$ cat src/hw/rtl/assert_macros.svh
// Assertion macros shared by the RTL; each check reports through $error.
// Relies on signals named clk and rst_n in the module that uses the macros.
`ifndef ASSERT_MACROS_SVH
`define ASSERT_MACROS_SVH
`ifndef SYNTHESIS
`define MDA_ASSERT(lbl, prop, msg) \
  lbl: assert property (@(posedge clk) disable iff (!rst_n) (prop)) else $error(msg);
`define MDA_ASSERT_NEXT(lbl, ante, cons, msg) \
  lbl: assert property (@(posedge clk) disable iff (!rst_n) (ante) |=> (cons)) else $error(msg);
`else
`define MDA_ASSERT(lbl, prop, msg)
`define MDA_ASSERT_NEXT(lbl, ante, cons, msg)
`endif
`endif

$ cat src/hw/rtl/mda_pkg.sv
// Shared types and constants of the morph delta accumulator.
// No dependencies; used by every module of the block.
package mda_pkg;

  localparam int MAX_VERTICES = 4096;
  localparam int VIDX_W       = $clog2(MAX_VERTICES);
  localparam int LIMIT_W      = 17;
  localparam int LANES        = 6;
  localparam int VCNT_W       = 13;

  localparam logic signed [31:0] VAL_MAX = 32'sh7fff_ffff;
  localparam logic signed [31:0] VAL_MIN = 32'sh8000_0000;

  typedef enum logic [1:0] {
    ACT_LOAD = 2'd0,
    ACT_ADD  = 2'd1,
    ACT_READ = 2'd2
  } action_t;

  typedef enum logic [1:0] {
    ST_IDLE,
    ST_READ,
    ST_ACC
  } state_t;

  typedef struct packed {
    action_t            action;
    logic [15:0]        vert_index;
    logic signed [15:0] weight;
    logic signed [31:0] pos_x;
    logic signed [31:0] pos_y;
    logic signed [31:0] pos_z;
    logic signed [31:0] norm_x;
    logic signed [31:0] norm_y;
    logic signed [31:0] norm_z;
  } request_t;

  typedef struct packed {
    logic               status;
    logic [15:0]        out_index;
    logic signed [31:0] out_pos_x;
    logic signed [31:0] out_pos_y;
    logic signed [31:0] out_pos_z;
    logic signed [31:0] out_norm_x;
    logic signed [31:0] out_norm_y;
    logic signed [31:0] out_norm_z;
  } result_t;

  typedef struct packed {
    logic rd_en;
    logic wr_en;
    logic sel_load;
    logic sel_add;
  } lane_ctrl_t;

endpackage

$ cat src/hw/rtl/mda_merge.sv
// Merge stage: gathers the six lane values into one registered result strobe.
// Depends on mda_pkg.
module mda_merge (
  input  logic                clk,
  input  logic                rst_n,
  input  logic                capture,
  input  logic                status,
  input  logic [15:0]         index,
  input  logic signed [31:0]  lane_val [mda_pkg::LANES],
  output logic                out_valid,
  output mda_pkg::result_t    out_res
);

  logic             out_valid_r;
  mda_pkg::result_t res_r;
  mda_pkg::result_t res_nxt;

  always_comb begin
    res_nxt.status    = status;
    res_nxt.out_index = index;
    if (status) begin
      res_nxt.out_pos_x  = '0;
      res_nxt.out_pos_y  = '0;
      res_nxt.out_pos_z  = '0;
      res_nxt.out_norm_x = '0;
      res_nxt.out_norm_y = '0;
      res_nxt.out_norm_z = '0;
    end else begin
      res_nxt.out_pos_x  = lane_val[0];
      res_nxt.out_pos_y  = lane_val[1];
      res_nxt.out_pos_z  = lane_val[2];
      res_nxt.out_norm_x = lane_val[3];
      res_nxt.out_norm_y = lane_val[4];
      res_nxt.out_norm_z = lane_val[5];
    end
  end

  always_ff @(posedge clk) begin
    if (!rst_n) begin
      out_valid_r <= 1'b0;
    end else begin
      out_valid_r <= capture;
    end
  end

  always_ff @(posedge clk) begin
    if (capture) begin
      res_r <= res_nxt;
    end
  end

  assign out_valid = out_valid_r;
  assign out_res   = res_r;

endmodule

$ cat config.mk
export PLATFORM = sky130hd
export DESIGN_NAME = mda_merge
export DESIGN_NICKNAME = d
export VERILOG_FILES = /design/src/hw/rtl/assert_macros.svh /design/src/hw/rtl/mda_pkg.sv /design/src/hw/rtl/mda_merge.sv
export SDC_FILE = /design/constraint.sdc
export NUM_CORES = 1
export LEC_CHECK = 0
export BUFFER_PORTS_ARGS = -buffer_cell sky130_fd_sc_hd__buf_2
export CAP_MARGIN = 10
export CORE_AREA = 2 2 165 167
export DETAILED_ROUTE_END_ITERATION = 8
export DIE_AREA = 0 0 167 169
export PLACE_DENSITY = 0.54
export RECOVER_POWER = 100
export SYNTH_ARGS = -nofsm -noshare
export SYNTH_HDL_FRONTEND = slang
export SYNTH_SLANG_ARGS = --single-unit
$ cat constraint.sdc
create_clock -name clk -period 0.9 [get_ports clk]
set_input_delay 0.045 -clock clk [delete_from_list [all_inputs] [get_ports clk]]
set_output_delay 0.045 -clock clk [all_outputs]
set_load 0.03 [all_outputs]
==> impl_metrics.tcl, run 1 <==
set metrics [dict create \
    io_pins 422 \
    gp_congestion 0.759 \
    ys_ff_latch 210 \
    dieHeight_um 169 \
    setup_viol_count_final 210 \
    synth_top_area_cell "edfxtp_1" \
    drt_pass1_iterations 6 \
    timing.hold.ws_ps 154 \
    antenna_left 0 \
    endpoint_kind "output pin" \
    diodes 0 \
    yosys-top-cells-count "edfxtp_1 (209), nor2b_1 (192), buf_2 (20)" \
    min_period_over_period_pct 127 \
    htreeDepth 1 \
    final_area_mm2 0.0146 \
    dieArea_mm2 0.0282 \
    start_util_pct 28.7 \
    num_vias 6074 \
    grt_max_degree 50 \
    crit_path_start_kind "flip-flop" \
    crit_fanout 1 \
    drive_gt1_share_pct 43.1 \
    clk_pin_slew_ps 60 \
    path_cells "buf_6" \
    grt_pass1_vias 6711 \
    rows 60 \
    synth_area_per_cell_um2 17.9 \
    hpwl_mm 15.8 \
    place_area_mm2 0.0105 \
    worst_slack_ps -245 \
    post-route-drc-count 0 \
    wl_mm 25.2 \
    slew-limit-headroom_pct 52.1 \
    synthTopCellsByArea "edfxtp_1 (83%), nor2b_1 (16%), buf_2 (1.3%)" \
    antenna_found_initial 0 \
    worst_ep_required_time_ps 850 \
    cp_slowest_cell "edfxtp_1" \
    cts_tree "done" \
    port-buffer-count 421 \
    synth.most_common_cell "edfxtp_1" \
    die_w_um 167 \
    core-area_mm2 0.0265 \
    grt.total_usage_pct 16.4 \
    critPathMaxStageDelay_ps 430 \
    yosysWarnings 0 \
    cts-root-buf "clkbuf_16" \
    synthArstFlopShare_pct 0 \
    grt_first_pass_wirelength_mm 36.2 \
    cellPowerDensity_mw_per_mm2 1780 \
    fin_setup_tns_ps -38600 \
    synth_area_mm2 0.00761 \
    cp.arrival_ps 1100 \
    dr.first_iter.drc_count 401 \
    viasPerCell 4.15 \
    violations "setup timing" \
    cp_top_family "flip-flops" \
    worst_pin_slew_ps 718 \
    hold_path_class "primary input to flip-flop" \
    synthesis.nets 636 \
    num-fill-cells 2109 \
    cp_num_buf_inv 1 \
    max_freq_mhz 874 \
    synth-seq-area-share_pct 82.8 \
    yosysUniqueCellTypes 6 \
    register_area_mm2 0.00630 \
    rsz0062_at_grt "true" \
    cts.path.max_buffers 3 \
    slew_viol_final 0 \
    grt_overflow 0 \
    synth_edf_count 209 \
    synth_flop_cell "edfxtp_1" \
    cts_inserted_buffers 23 \
    final-hold-violation-count 0 \
    period_needed_ps 1140 \
    nets 1318 \
    final_core_util_pct 55.0 \
    critPathKind "flip-flop to output pin" \
    syn_inst 424 \
    max_cap_violations 0 \
    outcome "finished, violations left" \
    syn2layout_area_growth_pct 91.6 \
    post_drt_wl_per_cell_um 17.2 \
    leakage_nw 5.98 \
    clock-sinks 210 \
    peakVddDrop_v 0.00122 \
    synth.top_cell.area_share_pct 82.5 \
    multiInputGateArea_mm2 0.00121 \
]
logic make-up after synthesis:
group         after synthesis  synth area share (%)
buf+inv                    21                  1.37
flops                     210                  82.8
simple gates              193                  15.9
what timing repair did:
| item | 4_1_cts | 5_1_grt |
|---|---|---|
| pin swaps | 0 | 0 |
| setup endpoints to repair | 210 | 289 |
| resized for setup | 421 | 7 |
| hold buffers | 210 | 0 |
| cloned | 0 | 7 |
| buffers inserted | 0 | 4 |
| endpoints found under the hold margin | 219 | 0 |
where the power goes:
| group | internal [mW] | switching [mW] | total, mW |
|---|---|---|---|
| clock | 4.99 | 3.65 | 8.64 |
| combinational | 2.64 | 2.67 | 5.31 |
| sequential | 11.6 | 0.388 | 12.0 |
| total | 19.3 | 6.71 | 26.0 |
area by class of cell:
cell class,count,share of cell area (%)
sequential,210,43.2
timing repair buffer,678,41.0
multi-input combinational,193,8.28
clock buffer,33,4.21
tap,341,2.93
clock inverter,7,0.395
layer usage:
metal | track usage, % | up-vias | wire, µm
met5 | 0 | - | 0
met4 | 5.92 | 0 | 779
met3 | 4.98 | 55 | 2020
met1 | 17.7 | 2859 | 9480
li1 | - | 2854 | -
met2 | 30.2 | 306 | 12900
path summary, 6_finish.rpt:
check	startpoint	to	slack, ps	cells past startpoint
setup / recovery	out_res[91]	out_res[91]	-240	1
hold / removal	status	out_res[168]	150	3
through the flow:
step                      power [mW]  worst slack, ps  instances
after floorplan                 14.0              223        424
after global placement          15.7             57.4       1201
after detailed placement        15.7             50.7       1201
after CTS                       26.2             -283       1451
after global routing            26.9             -284       1462
final                           26.0             -245       1462
cell usage in the layout, fill, tap and decap left out, drive strengths merged:
master,synthesis,routed
and2,1,1
buf,20,438
bufinv,0,1
clkbuf,1,63
clkdlybuf4s25,0,1
clkinv,0,5
clkinvlp,0,1
dfxtp,1,1
dlygate4sd3,0,209
edfxtp,209,209
nor2b,192,192
sequential cells by signal, indices dropped and copies added, names as in the netlist:
name and count:
out_res 209, out_valid 1
No activity file was read; power rests on OpenSTA's default activity.
==> run 2: changes to the inputs <==
--- a/config.mk
+++ b/config.mk
@@ -11,7 +11,7 @@
 export DETAILED_ROUTE_END_ITERATION = 8
 export DIE_AREA = 0 0 167 169
 export PLACE_DENSITY = 0.54
-export RECOVER_POWER = 100
+export RECOVER_POWER = 25
 export SYNTH_ARGS = -nofsm -noshare
 export SYNTH_HDL_FRONTEND = slang
 export SYNTH_SLANG_ARGS = --single-unit
==> impl_metrics.tcl, run 2 (synthesis results as in run 1) <==
set metrics [dict create \
    crit_fanout 1 \
    grt_use_met2_pct 30.2 \
    critPathMaxStageDelay_ps 430 \
    switching_power_mw 6.71 \
    setup_viol_count_final 210 \
    crit_path_start_kind "flip-flop" \
    num-fill-cells 2096 \
    clock-sinks 210 \
    grt_first_pass_wirelength_mm 36.2 \
    p_sw_share_pct 25.8 \
    final_cell_mix "buf_6 (213), buf_2 (211), dlygate4sd3_1 (209), edfxtp_1 (209), nor2b_1 (192)" \
    core-area_mm2 0.0265 \
    rows 60 \
    wl_mm 25.2 \
    multiInputGateArea_mm2 0.00121 \
    grt_overflow 0 \
    post-route-drc-count 0 \
    outcome "finished, violations left" \
    cts_inserted_buffers 23 \
    dieHeight_um 169 \
    viasPerCell 4.15 \
    power.total_mw 26.0 \
    max_freq_mhz 874 \
    max_cap_violations 0 \
    critPathKind "flip-flop to output pin" \
    final-hold-violation-count 0 \
    dr.first_iter.drc_count 364 \
    period_needed_ps 1140 \
    diodes 0 \
    worst_ep_required_time_ps 850 \
    grt_max_degree 50 \
    worst_pin_slew_ps 716 \
    rsz0062_at_grt "true" \
    path_cells "buf_6" \
    cp_num_buf_inv 1 \
    endpoint_kind "output pin" \
    num_vias 6066 \
    io_pins 422 \
    slew_viol_final 0 \
    internal_power_mw 19.3 \
    final_common_cell "buf_6" \
    cts-root-buf "clkbuf_16" \
    dieArea_mm2 0.0282 \
    hpwl_mm 15.8 \
    nets 1318 \
    cp_top_family "flip-flops" \
    power_frac_comb_pct 20.5 \
    largest_reg_flops 209 \
    min_period_over_period_pct 127 \
    grtUsageMet1_pct 17.7 \
    port-buffer-count 421 \
    worst_slack_ps -244 \
    slew-limit-headroom_pct 52.3 \
    peakVddDrop_v 0.00122 \
    start_util_pct 28.7 \
    drt_pass1_iterations 4 \
    violations "setup timing" \
    register_area_mm2 0.00630 \
    antenna_left 0 \
    use_met3_pct 4.98 \
    hold_path_class "primary input to flip-flop" \
    min_from "status" \
    htreeDepth 1 \
    cts_tree "done" \
    die_w_um 167 \
    post_drt_wl_per_cell_um 17.3 \
    clockPowerShare_pct 33.2 \
    grt_pass1_vias 6711 \
    antenna_found_initial 0 \
    grt.total_usage_pct 16.4 \
    cp_slowest_cell "edfxtp_1" \
    grt.busiest_layer "met2" \
    place_ws_ps 50.7 \
    leakage_nw 6.02 \
    clk_pin_slew_ps 60 \
    gp_congestion 0.759 \
    drive_gt1_share_pct 44.0 \
    cp.arrival_ps 1100 \
    syn2layout_area_growth_pct 92.0 \
    seqPwrFrac_pct 46.3 \
    cp-startpoint "out_res[91]" \
    cts.path.max_buffers 3 \
    cellPowerDensity_mw_per_mm2 1780 \
]
run 2: cell count changes in the layout (fill, tap and decap cells not counted):
cell / delta
clkbuf_2: -5
clkbuf_1: -10
buf_2: +11
buf_6: +1
buf_4: +4
clkbuf_4: -1
run 2: final timing paths:
check      endpoint  slack (ps)  cells past startpoint
max     out_res[91]        -240                      1
min    out_res[168]          60                      3
run 2: area by class of cell:
cell class / instances / share of cell area (%)
Tap cell: 341 / 2.92
Clock inverter: 7 / 0.394
Multi-Input combinational cell: 193 / 8.27
Sequential cell: 210 / 43.1
Clock buffer: 33 / 4.20
Timing Repair Buffer: 678 / 41.1
run 2: timing repair:
item | 4_1_cts | 5_1_grt
gates resized for setup | 421 | 7
buffers inserted | 0 | 4
endpoints found under the setup margin | 210 | 289
cloned | 0 | 7
hold buffers | 210 | 0
hold endpoints to repair | 219 | 0
run 2: per-layer routing:
| metal | up-vias | part of all wire (%) |
|---|---|---|
| met2 | 300 | 51 |
| met5 | - | 0 |
| met1 | 2860 | 38 |
| li1 | 2851 | - |
| met3 | 55 | 7.9 |
| met4 | 0 | 3.1 |
run 2: worst min-delay path: cells and delay by family:
family                 cells  cell delay, ps
and+or+nand+nor            1             100
buffers and inverters      2             310
run 2: stage by stage:
stage | TNS [ps] | util, % | cell area (µm²) | hold slack (ps) | cells
floorplan | 0 | - | 7610 | 144 | 424
global route | -48340 | 55.1 | 14600 | 56.8 | 1462
finish | -38620 | 55.1 | 14600 | 61.8 | 1462
detailed placement | 0 | 39.5 | 10500 | 223 | 1201
CTS | -43940 | 54.9 | 14500 | 45.6 | 1451
global placement | 0 | 39.5 | 10500 | 221 | 1201
run 2: power by group through the flow:
stage               Sequential [mW]  Clock, mW  Combinational [mW]
floorplan                      13.6          0               0.407
global placement               12.0          0                3.67
detailed placement             12.0          0                3.69
CTS                            12.0       8.89                5.27
global route                   12.1       9.26                5.57
finish                         12.0       8.64                5.33
